[src/sv/assert_macros.svh]
// ----------------------------------------------------------------------------
// Assertion macros
// Shared concurrent assertion wrappers, clocked on clk_i and idle in reset.
// ----------------------------------------------------------------------------
`ifndef ASSERT_MACROS_SVH
`define ASSERT_MACROS_SVH

// The property must hold at every clock edge outside reset.
`define ASSERT_ALWAYS(label, prop, msg) \
  label: assert property (@(posedge clk_i) disable iff (!rst_ni) (prop)) else $error(msg);

// The condition must never be true outside reset.
`define ASSERT_NEVER(label, cond, msg) \
  label: assert property (@(posedge clk_i) disable iff (!rst_ni) !(cond)) else $error(msg);

`endif

[src/sv/rdq_pkg.sv]
// ----------------------------------------------------------------------------
// Reversible deque package
// Payload types, command and status codes, and controller/datapath types.
// ----------------------------------------------------------------------------
package rdq_pkg;

  localparam int unsigned CAPACITY_DEF = 64;

  localparam int unsigned CMD_W    = 3;
  localparam int unsigned VALUE_W  = 31;
  localparam int unsigned STATUS_W = 2;
  localparam int unsigned COUNT_W  = 7;

  // Command codes carried in the request.
  localparam logic [CMD_W-1:0] CMD_ADD_FRONT  = 3'd0;
  localparam logic [CMD_W-1:0] CMD_ADD_BACK   = 3'd1;
  localparam logic [CMD_W-1:0] CMD_DROP_FRONT = 3'd2;
  localparam logic [CMD_W-1:0] CMD_REMOVE     = 3'd3;
  localparam logic [CMD_W-1:0] CMD_REVERSE    = 3'd4;
  localparam logic [CMD_W-1:0] CMD_READ_OUT   = 3'd5;

  // Result status codes.
  localparam logic [STATUS_W-1:0] STS_DONE  = 2'd0;
  localparam logic [STATUS_W-1:0] STS_FULL  = 2'd1;
  localparam logic [STATUS_W-1:0] STS_ELEM  = 2'd2;
  localparam logic [STATUS_W-1:0] STS_EMPTY = 2'd3;

  typedef struct packed {
    logic [CMD_W-1:0]   cmd;
    logic [VALUE_W-1:0] value;
  } in_item_t;

  typedef struct packed {
    logic [STATUS_W-1:0] status;
    logic [VALUE_W-1:0]  element;
    logic [COUNT_W-1:0]  count;
    logic                last;
  } out_item_t;

  typedef enum logic [3:0] {
    DP_NOP,
    DP_ADD_FRONT,
    DP_ADD_BACK,
    DP_DROP_FRONT,
    DP_REVERSE,
    DP_WALK_START,
    DP_RM_STEP,
    DP_RD_STEP,
    DP_RM_COMMIT
  } dp_op_e;

  typedef enum logic [1:0] {
    ST_IDLE,
    ST_RM_WALK,
    ST_RM_END,
    ST_RD_WALK
  } ctrl_state_e;

  typedef struct packed {
    dp_op_e              op;
    logic                out_load;
    logic [STATUS_W-1:0] out_status;
    logic                out_elem;
    logic                out_last;
  } dp_cmd_t;

  typedef struct packed {
    logic empty;
    logic full;
    logic more;
    logic out_free;
  } dp_sts_t;

endpackage

[src/sv/reversible_deque_with_value_purge_core.sv]
// ----------------------------------------------------------------------------
// Reversible deque with value purge
// Bounded double-ended queue with front/back insert, front drop, removal of
// all copies of a value, order reversal and full read-out.
// ----------------------------------------------------------------------------
//   Channel | Direction | Handshake               | Payload
//   in      | request   | in_valid_i / in_stall_o  | in_item_t  (cmd, value)
//   out     | result    | out_valid_o / out_stall_i| out_item_t (status, element,
//           |           |                          |   count, last)
//
// Insert, drop, reverse and unused codes give one result each.
// Value removal walks the store through the single memory read port.
// Read-out gives one element per cycle while no result is stalled.
// Reset clears front, count and direction; memory content needs no clearing.
// A stalled result holds back the next request, each read-out element and
// the final result of a removal; the removal walk itself never waits.
// ----------------------------------------------------------------------------
module reversible_deque_with_value_purge_core import rdq_pkg::*; #(
  parameter int unsigned CAPACITY = CAPACITY_DEF
) (
  input  logic      clk_i,
  input  logic      rst_ni,
  input  logic      in_valid_i,
  output logic      in_stall_o,
  input  in_item_t  in_data_i,
  output logic      out_valid_o,
  input  logic      out_stall_i,
  output out_item_t out_data_o
);

  dp_cmd_t dp_cmd;
  dp_sts_t dp_sts;

  rdq_ctrl u_ctrl (
    .clk_i      (clk_i),
    .rst_ni     (rst_ni),
    .in_valid_i (in_valid_i),
    .in_cmd_i   (in_data_i.cmd),
    .in_stall_o (in_stall_o),
    .cmd_o      (dp_cmd),
    .sts_i      (dp_sts)
  );

  rdq_dp #(
    .CAPACITY (CAPACITY)
  ) u_dp (
    .clk_i       (clk_i),
    .rst_ni      (rst_ni),
    .cmd_i       (dp_cmd),
    .value_i     (in_data_i.value),
    .sts_o       (dp_sts),
    .out_valid_o (out_valid_o),
    .out_stall_i (out_stall_i),
    .out_data_o  (out_data_o)
  );

endmodule

[src/sv/rdq_dp.sv]
// ----------------------------------------------------------------------------
// Reversible deque datapath
// Circular element memory, front/count/direction registers, walk pointers
// and the result register.
// ----------------------------------------------------------------------------
`include "assert_macros.svh"

module rdq_dp import rdq_pkg::*; #(
  parameter int unsigned CAPACITY = CAPACITY_DEF
) (
  input  logic      clk_i,
  input  logic      rst_ni,
  input  dp_cmd_t   cmd_i,
  input  logic [VALUE_W-1:0] value_i,
  output dp_sts_t   sts_o,
  output logic      out_valid_o,
  input  logic      out_stall_i,
  output out_item_t out_data_o
);

  localparam int unsigned PtrW  = $clog2(CAPACITY);
  localparam int unsigned PtrW1 = PtrW + 1;
  localparam int unsigned CntW  = $clog2(CAPACITY + 1);
  localparam logic [PtrW-1:0]  LastSlot = PtrW'(CAPACITY - 1);
  localparam logic [PtrW1-1:0] CapWide  = PtrW1'(CAPACITY);
  localparam logic [CntW-1:0]  CapCnt   = CntW'(CAPACITY);
  localparam logic [CntW-1:0]  OneCnt   = CntW'(1);

  // Neighbor slot, moving down or up with wrap.
  function automatic logic [PtrW-1:0] step_ptr(input logic [PtrW-1:0] p, input logic down);
    logic [PtrW-1:0] r;
    if (down) begin
      r = (p == '0) ? LastSlot : p - 1'b1;
    end else begin
      r = (p == LastSlot) ? '0 : p + 1'b1;
    end
    return r;
  endfunction

  // Slot k places from p, moving down or up with wrap; k is below the capacity.
  function automatic logic [PtrW-1:0] offset_ptr(input logic [PtrW-1:0] p,
                                                 input logic [PtrW-1:0] k,
                                                 input logic down);
    logic [PtrW1-1:0] s;
    if (down) begin
      if (p >= k) begin
        s = {1'b0, p} - {1'b0, k};
      end else begin
        s = {1'b0, p} + CapWide - {1'b0, k};
      end
    end else begin
      s = {1'b0, p} + {1'b0, k};
      if (s >= CapWide) begin
        s = s - CapWide;
      end
    end
    return s[PtrW-1:0];
  endfunction

  logic [VALUE_W-1:0] mem_q [CAPACITY];
  logic [VALUE_W-1:0] rdata_q;

  logic [PtrW-1:0]    front_q, front_d;
  logic [CntW-1:0]    count_q, count_d;
  logic               rev_q, rev_d;
  logic [PtrW-1:0]    rd_ptr_q, rd_ptr_d;
  logic [PtrW-1:0]    wr_ptr_q, wr_ptr_d;
  logic [CntW-1:0]    issued_q, issued_d;
  logic [CntW-1:0]    kept_q, kept_d;
  logic [VALUE_W-1:0] val_q, val_d;
  logic               out_valid_q, out_valid_d;
  out_item_t          out_data_q, out_data_d;

  logic               mem_we, mem_re;
  logic [PtrW-1:0]    mem_waddr, mem_raddr;
  logic [VALUE_W-1:0] mem_wdata;

  logic               add_live;
  logic               commit_op;

  assign sts_o.empty    = (count_q == '0);
  assign sts_o.full     = (count_q >= CapCnt);
  assign sts_o.more     = (issued_q != count_q);
  assign sts_o.out_free = !out_valid_q || !out_stall_i;

  always_comb begin
    front_d   = front_q;
    count_d   = count_q;
    rev_d     = rev_q;
    rd_ptr_d  = rd_ptr_q;
    wr_ptr_d  = wr_ptr_q;
    issued_d  = issued_q;
    kept_d    = kept_q;
    val_d     = val_q;
    mem_we    = 1'b0;
    mem_waddr = front_q;
    mem_wdata = value_i;
    mem_re    = 1'b0;
    mem_raddr = rd_ptr_q;
    unique case (cmd_i.op)
      DP_NOP: begin
      end
      DP_ADD_FRONT: begin
        // The front moves against the direction in which the sequence runs.
        if (count_q != '0) begin
          front_d = step_ptr(front_q, !rev_q);
        end
        mem_we    = 1'b1;
        mem_waddr = front_d;
        count_d   = count_q + 1'b1;
      end
      DP_ADD_BACK: begin
        mem_we    = 1'b1;
        mem_waddr = offset_ptr(front_q, PtrW'(count_q), rev_q);
        count_d   = count_q + 1'b1;
      end
      DP_DROP_FRONT: begin
        if (count_q != '0) begin
          count_d = count_q - 1'b1;
          if (count_q > OneCnt) begin
            front_d = step_ptr(front_q, rev_q);
          end
        end
      end
      DP_REVERSE: begin
        if (count_q > OneCnt) begin
          front_d = offset_ptr(front_q, PtrW'(count_q - 1'b1), rev_q);
          rev_d   = !rev_q;
        end
      end
      DP_WALK_START: begin
        mem_re    = 1'b1;
        mem_raddr = front_q;
        rd_ptr_d  = step_ptr(front_q, rev_q);
        wr_ptr_d  = front_q;
        issued_d  = OneCnt;
        kept_d    = '0;
        val_d     = value_i;
      end
      DP_RM_STEP: begin
        // Survivors are packed toward the front; the write slot never passes
        // the slot being read ahead.
        if (rdata_q != val_q) begin
          mem_we    = 1'b1;
          mem_waddr = wr_ptr_q;
          mem_wdata = rdata_q;
          wr_ptr_d  = step_ptr(wr_ptr_q, rev_q);
          kept_d    = kept_q + 1'b1;
        end
        if (issued_q != count_q) begin
          mem_re   = 1'b1;
          rd_ptr_d = step_ptr(rd_ptr_q, rev_q);
          issued_d = issued_q + 1'b1;
        end
      end
      DP_RD_STEP: begin
        if (issued_q != count_q) begin
          mem_re   = 1'b1;
          rd_ptr_d = step_ptr(rd_ptr_q, rev_q);
          issued_d = issued_q + 1'b1;
        end
      end
      DP_RM_COMMIT: begin
        count_d = kept_q;
      end
      default: begin
      end
    endcase
  end

  always_comb begin
    out_valid_d = cmd_i.out_load || (out_valid_q && out_stall_i);
    out_data_d  = out_data_q;
    if (cmd_i.out_load) begin
      out_data_d.status  = cmd_i.out_status;
      out_data_d.element = cmd_i.out_elem ? rdata_q : '0;
      out_data_d.count   = COUNT_W'(count_d);
      out_data_d.last    = cmd_i.out_last;
    end
  end

  always_ff @(posedge clk_i) begin
    if (mem_we) begin
      mem_q[mem_waddr] <= mem_wdata;
    end
    if (mem_re) begin
      rdata_q <= mem_q[mem_raddr];
    end
  end

  always_ff @(posedge clk_i or negedge rst_ni) begin
    if (!rst_ni) begin
      front_q     <= '0;
      count_q     <= '0;
      rev_q       <= 1'b0;
      rd_ptr_q    <= '0;
      wr_ptr_q    <= '0;
      issued_q    <= '0;
      kept_q      <= '0;
      out_valid_q <= 1'b0;
    end else begin
      front_q     <= front_d;
      count_q     <= count_d;
      rev_q       <= rev_d;
      rd_ptr_q    <= rd_ptr_d;
      wr_ptr_q    <= wr_ptr_d;
      issued_q    <= issued_d;
      kept_q      <= kept_d;
      out_valid_q <= out_valid_d;
    end
  end

  always_ff @(posedge clk_i) begin
    val_q      <= val_d;
    out_data_q <= out_data_d;
  end

  assign out_valid_o = out_valid_q;
  assign out_data_o  = out_data_q;

  assign add_live  = (cmd_i.op == DP_ADD_FRONT || cmd_i.op == DP_ADD_BACK) && !sts_o.full;
  assign commit_op = (cmd_i.op == DP_RM_COMMIT);

  `ASSERT_ALWAYS(a_add_grows, add_live |=> (count_q == $past(count_q) + 1'b1), "insert miscount")
  `ASSERT_ALWAYS(a_purge_shrinks, commit_op |=> (count_q <= $past(count_q)), "purge grew the store")

endmodule

[src/sv/rdq_ctrl.sv]
// ----------------------------------------------------------------------------
// Reversible deque controller
// Request decode and sequencing of removal and read-out walks.
// ----------------------------------------------------------------------------
`include "assert_macros.svh"

module rdq_ctrl import rdq_pkg::*; (
  input  logic             clk_i,
  input  logic             rst_ni,
  input  logic             in_valid_i,
  input  logic [CMD_W-1:0] in_cmd_i,
  output logic             in_stall_o,
  output dp_cmd_t          cmd_o,
  input  dp_sts_t          sts_i
);

  ctrl_state_e state_q, state_d;
  logic        accept;

  assign in_stall_o = !((state_q == ST_IDLE) && sts_i.out_free);
  assign accept     = in_valid_i && !in_stall_o;

  always_comb begin
    state_d          = state_q;
    cmd_o.op         = DP_NOP;
    cmd_o.out_load   = 1'b0;
    cmd_o.out_status = STS_DONE;
    cmd_o.out_elem   = 1'b0;
    cmd_o.out_last   = 1'b1;
    unique case (state_q)
      ST_IDLE: begin
        if (accept) begin
          unique case (in_cmd_i)
            CMD_ADD_FRONT: begin
              cmd_o.op         = sts_i.full ? DP_NOP : DP_ADD_FRONT;
              cmd_o.out_load   = 1'b1;
              cmd_o.out_status = sts_i.full ? STS_FULL : STS_DONE;
            end
            CMD_ADD_BACK: begin
              cmd_o.op         = sts_i.full ? DP_NOP : DP_ADD_BACK;
              cmd_o.out_load   = 1'b1;
              cmd_o.out_status = sts_i.full ? STS_FULL : STS_DONE;
            end
            CMD_DROP_FRONT: begin
              cmd_o.op       = DP_DROP_FRONT;
              cmd_o.out_load = 1'b1;
            end
            CMD_REVERSE: begin
              cmd_o.op       = DP_REVERSE;
              cmd_o.out_load = 1'b1;
            end
            CMD_REMOVE: begin
              if (sts_i.empty) begin
                cmd_o.out_load = 1'b1;
              end else begin
                cmd_o.op = DP_WALK_START;
                state_d  = ST_RM_WALK;
              end
            end
            CMD_READ_OUT: begin
              if (sts_i.empty) begin
                cmd_o.out_load   = 1'b1;
                cmd_o.out_status = STS_EMPTY;
              end else begin
                cmd_o.op = DP_WALK_START;
                state_d  = ST_RD_WALK;
              end
            end
            default: begin
              cmd_o.out_load = 1'b1;
            end
          endcase
        end
      end
      ST_RM_WALK: begin
        cmd_o.op = DP_RM_STEP;
        if (!sts_i.more) begin
          state_d = ST_RM_END;
        end
      end
      ST_RM_END: begin
        if (sts_i.out_free) begin
          cmd_o.op       = DP_RM_COMMIT;
          cmd_o.out_load = 1'b1;
          state_d        = ST_IDLE;
        end
      end
      ST_RD_WALK: begin
        // The held read data goes out while the next element is fetched.
        if (sts_i.out_free) begin
          cmd_o.op         = DP_RD_STEP;
          cmd_o.out_load   = 1'b1;
          cmd_o.out_status = STS_ELEM;
          cmd_o.out_elem   = 1'b1;
          cmd_o.out_last   = !sts_i.more;
          if (!sts_i.more) begin
            state_d = ST_IDLE;
          end
        end
      end
      default: begin
        state_d = ST_IDLE;
      end
    endcase
  end

  always_ff @(posedge clk_i or negedge rst_ni) begin
    if (!rst_ni) begin
      state_q <= ST_IDLE;
    end else begin
      state_q <= state_d;
    end
  end

  `ASSERT_ALWAYS(a_no_overwrite, cmd_o.out_load |-> sts_i.out_free, "result register overwritten while a result waits")
  `ASSERT_ALWAYS(a_walk_nonempty, (state_q == ST_RD_WALK || state_q == ST_RM_WALK) |-> !sts_i.empty, "element walk on an empty store")

endmodule

[config.mk]
export PLATFORM = sky130hd
export DESIGN_NAME = reversible_deque_with_value_purge_core
export DESIGN_NICKNAME = d
export VERILOG_FILES = /design/src/sv/rdq_pkg.sv /design/src/sv/reversible_deque_with_value_purge_core.sv /design/src/sv/rdq_dp.sv /design/src/sv/rdq_ctrl.sv
export VERILOG_INCLUDE_DIRS = /design/src /design/src/sv
export SDC_FILE = /design/constraint.sdc
export NUM_CORES = 2
export LEC_CHECK = 0
export ABC_AREA = 1
export BUFFER_PORTS_ARGS = -buffer_cell sky130_fd_sc_hd__buf_2
export CAP_MARGIN = 0
export CORE_UTILIZATION = 57
export CTS_CLUSTER_SIZE = 16
export DETAILED_ROUTE_END_ITERATION = 7
export PLACE_DENSITY = 0.73
export SETUP_SLACK_MARGIN = 0.3
export SYNTH_ARGS = -nofsm -noshare
export SYNTH_HDL_FRONTEND = slang
export SYNTH_SLANG_ARGS = --single-unit
[constraint.sdc]
create_clock -name clk_i -period 5.8 [get_ports clk_i]
set_clock_uncertainty 0.1 [all_clocks]
set_input_delay 0.87 -clock clk_i [delete_from_list [all_inputs] [get_ports clk_i]]
set_output_delay 0.87 -clock clk_i [all_outputs]
set_load 0.02 [all_outputs]
==> flow_summary_export.csv <==
group,metric,value,unit
status,status,"finished, final reports clean",
cts,cts_tree,"done",
floorplan,die_w,409,µm
finish,layout_common_cells,"2525 x nand2_1, 2087 x edfxtp_1, 1835 x nand3_1, 1727 x inv_1, 213 x clkbuf_16",
global_routing,grt_max_degree,173,
sta,fin_crit_sh,88.3,%
pwr,power.density,570,mW/mm²
synthesis,synth-seq-area-share,67.5,%
sta,rsz0062_at_grt,"false",
critical_path,worstPathMaxFanout,31,
critical_path,critPathKind,"flip-flop to flip-flop",
pwr,leakagePower,44.5,nW
finish,final_nets,9364,
synthesis,synthCells,9223,
cts,cts-htree-levels,4,
cts,cts_buffers,212,
floorplan,io_pins,81,
floorplan,coreArea,0.164,mm²
synthesis,synth_ff_type,"edfxtp_1",
critical_path,cp.arrival,5.46,ns
pwr,ir_worst_vdd,476,µV
finish,final_area,0.106,mm²
global_routing,grt_pass1_vias,62700,
cts,clock_latency,0.88,ns
place,placed_area,0.0991,mm²
place,post-dp-hpwl,161000,µm
cts,cts.sinks,2130,
sta,max_freq,0.195,GHz
synthesis,synth_nets,9293,
synthesis,yosysUniqueCellTypes,49,
place,port_buffers,80,
cts,clkSlewWorstSetupHoldPaths,0.06,ns
floorplan,rows,148,
finish,final_layout_size_suffix_gt1_share,7.99,%
sta,setup_violations,0,
cts,cts-root-buf,"clkbuf_16",
route,routed_wl,269000,µm
run,drv_cap,0,
synthesis,syn-mean-instance-area,10.2,µm²
cts,ctsHoldBuffers,0,
place,gp_congestion,0.930,
cts,cts_max_path_buffers,3,
sta,slew_headroom,14.6,%
route,drtIter0Drc,9432,
critical_path,start_kind,"flip-flop",
floorplan,start_util,57.7,%
synthesis,postSynth.asyncResetShare,2.02,%
sta,layout_min_cycle_time,5.12,ns
sta,tns,0,ns
finish,syn2layout_area_growth,12.0,%
global_routing,grt_overflow,0,
cts,postCtsSetupBuffers,0,
sta,hold_viol,0,
critical_path,worstSetupEndpointType,"flip-flop",
critical_path,required,6.14,ns
route,first_pass_iters,6,
worst_hold_path,hp-class,"input pin to flip-flop",
route,vias,66600,
global_routing,grt_usage,32.0,%
global_routing,antenna_found_initial,8,
synthesis,syn_area,0.0944,mm²
global_routing,grt_pass1_wl,397000,µm
synthesis,synth_edf_count,2087,
sta,final-max-slew-violation-count,0,
cts,post_cts_resized,0,
synthesis,yosysWarnings,0,
synthesis,synth_seq_cells,2130,
route,ant_nets,0,
route,post_drt_via_cell_ratio,5.72,
sta,worst_pin_slew,1.28,ns
route,wl_per_cell,23.1,µm
finish,mostFrequentLayoutCell,"nand2_1",
floorplan,dieArea,0.167,mm²
floorplan,die_h,409,µm
route,route.detailed.drc,0,
[layout make-up]
cell class | count | area [µm²]
Clock buffer | 272 | 5550
Antenna cell | 2 | 5.00
Timing Repair Buffer | 322 | 3320
Sequential cell | 2130 | 63700
Inverter | 1743 | 6560
Multi-Input combinational cell | 4885 | 22700
Fill cell | 12100 | 57800
Tap cell | 2175 | 2720
Clock inverter | 117 | 1080
[path summary, 6_finish.rpt]
check,from,end,slack (ns),cells after the start
hold / removal,in_data_i[3],u_dp.val_q[3]$_DFFE_PP_,0.10,1
min in group asynchronous,rst_ni,u_dp.issued_q[4]$_DFFE_PN0P_,0.13,1
hold reg to reg,u_dp.kept_q[6]$_DFFE_PN0P_,u_dp.kept_q[6]$_DFFE_PN0P_,0.48,2
setup reg to reg,u_dp.count_q[1]$_DFF_PN0_,u_dp.mem_q[59][11]$_DFFE_PP_,0.68,16
setup / recovery,u_dp.count_q[1]$_DFF_PN0_,u_dp.mem_q[59][11]$_DFFE_PP_,0.68,16
max in group asynchronous,rst_ni,u_dp.kept_q[0]$_DFFE_PN0P_,4.77,1
[per-stage QoR]
step                      total power (W)  hold slack (ns)  setup WS, ns  utilization, %  cells
after floorplan                    0.0358            0.380         0.153               -   9223
after global placement             0.0461            0.457         0.591            60.6  11300
after detailed placement           0.0465            0.475         0.569            60.6  11300
after CTS                          0.0597           0.0520         0.777            64.7  11600
after global routing               0.0624           0.0928         0.418            64.7  11600
final                              0.0602            0.100         0.679            64.7  11600
[sequential cells by signal (all words and copies together), names as in the netlist]
register	flops
u_dp.out_valid_o	1
u_dp.front_q	6
u_dp.count_q	7
u_ctrl.state_q	2
u_dp.mem_q	1984
u_dp.issued_q	7
u_dp.out_data_o	41
u_dp.val_q	31
u_dp.rev_q	1
u_dp.rdata_q	31
u_dp.kept_q	7
u_dp.rd_ptr_q	6
u_dp.wr_ptr_q	6
[per-layer routing]
metal / GRT usage (%) / share of wire [%] / routed length, µm / up-vias
met2: 47.6 / 45 / 120000 / 3976
li1: - / - / - / 30200
met5: 0 / 0.018 / 49 / -
met1: 44.9 / 39 / 104000 / 31900
met4: 15.1 / 5.0 / 13400 / 8
met3: 6.99 / 12 / 31900 / 618
[synthesized netlist by cell type (all sizes together), types with 13 or more instances]
cell	instances	share of area, %
nand2	2541	10
edfxtp	2087	66
nand3	1836	9.7
inv	1742	6.9
buf	366	2.1
nor2	177	0.74
o21ai	114	0.63
clkbuf	99	0.39
xor2	51	0.47
dfrtp	43	1.1
a21oi	32	0.17
ha	30	0.40
nor3	17	0.090
xnor2	16	0.15
nand4	13	0.086
[report_power, final]
group / total [W] / switching (W) / internal [W]
clock: 0.0133 / 0.00594 / 0.00735
sequential: 0.0214 / 0.000739 / 0.0207
combinational: 0.0255 / 0.0194 / 0.00616
[worst max-delay path, stage by stage (launching register included)]
cell	delay [ns]
dfrtp_1	0.44
inv_1	0.18
ha_1	0.20
nand2_2	0.08
nor2_4	0.13
nand2_2	0.10
nand2_2	0.10
nand2_1	0.07
nand2_1	0.09
nand2_2	0.10
inv_1	0.08
nand2_1	0.13
nor2_4	0.45
nand2_4	0.10
o211ai_1	0.61
nand3_1	0.70
nor2_4	1.04
[cell families (layout without fill, tap and decap cells)]
group | count (synthesis) | after routing | synth area share (%)
XOR/XNOR | 67 | 67 | 0.622
AND/OR/NAND/NOR | 4602 | 4602 | 20.9
adder cells (fa/ha/maj) | 32 | 32 | 0.440
AO/OA/AOI/OAI | 184 | 184 | 1.10
flip-flops | 2130 | 2130 | 67.5
other | 0 | 2 | 0
buffers and inverters | 2208 | 2454 | 9.38
Power figures use the tool's default switching activity.
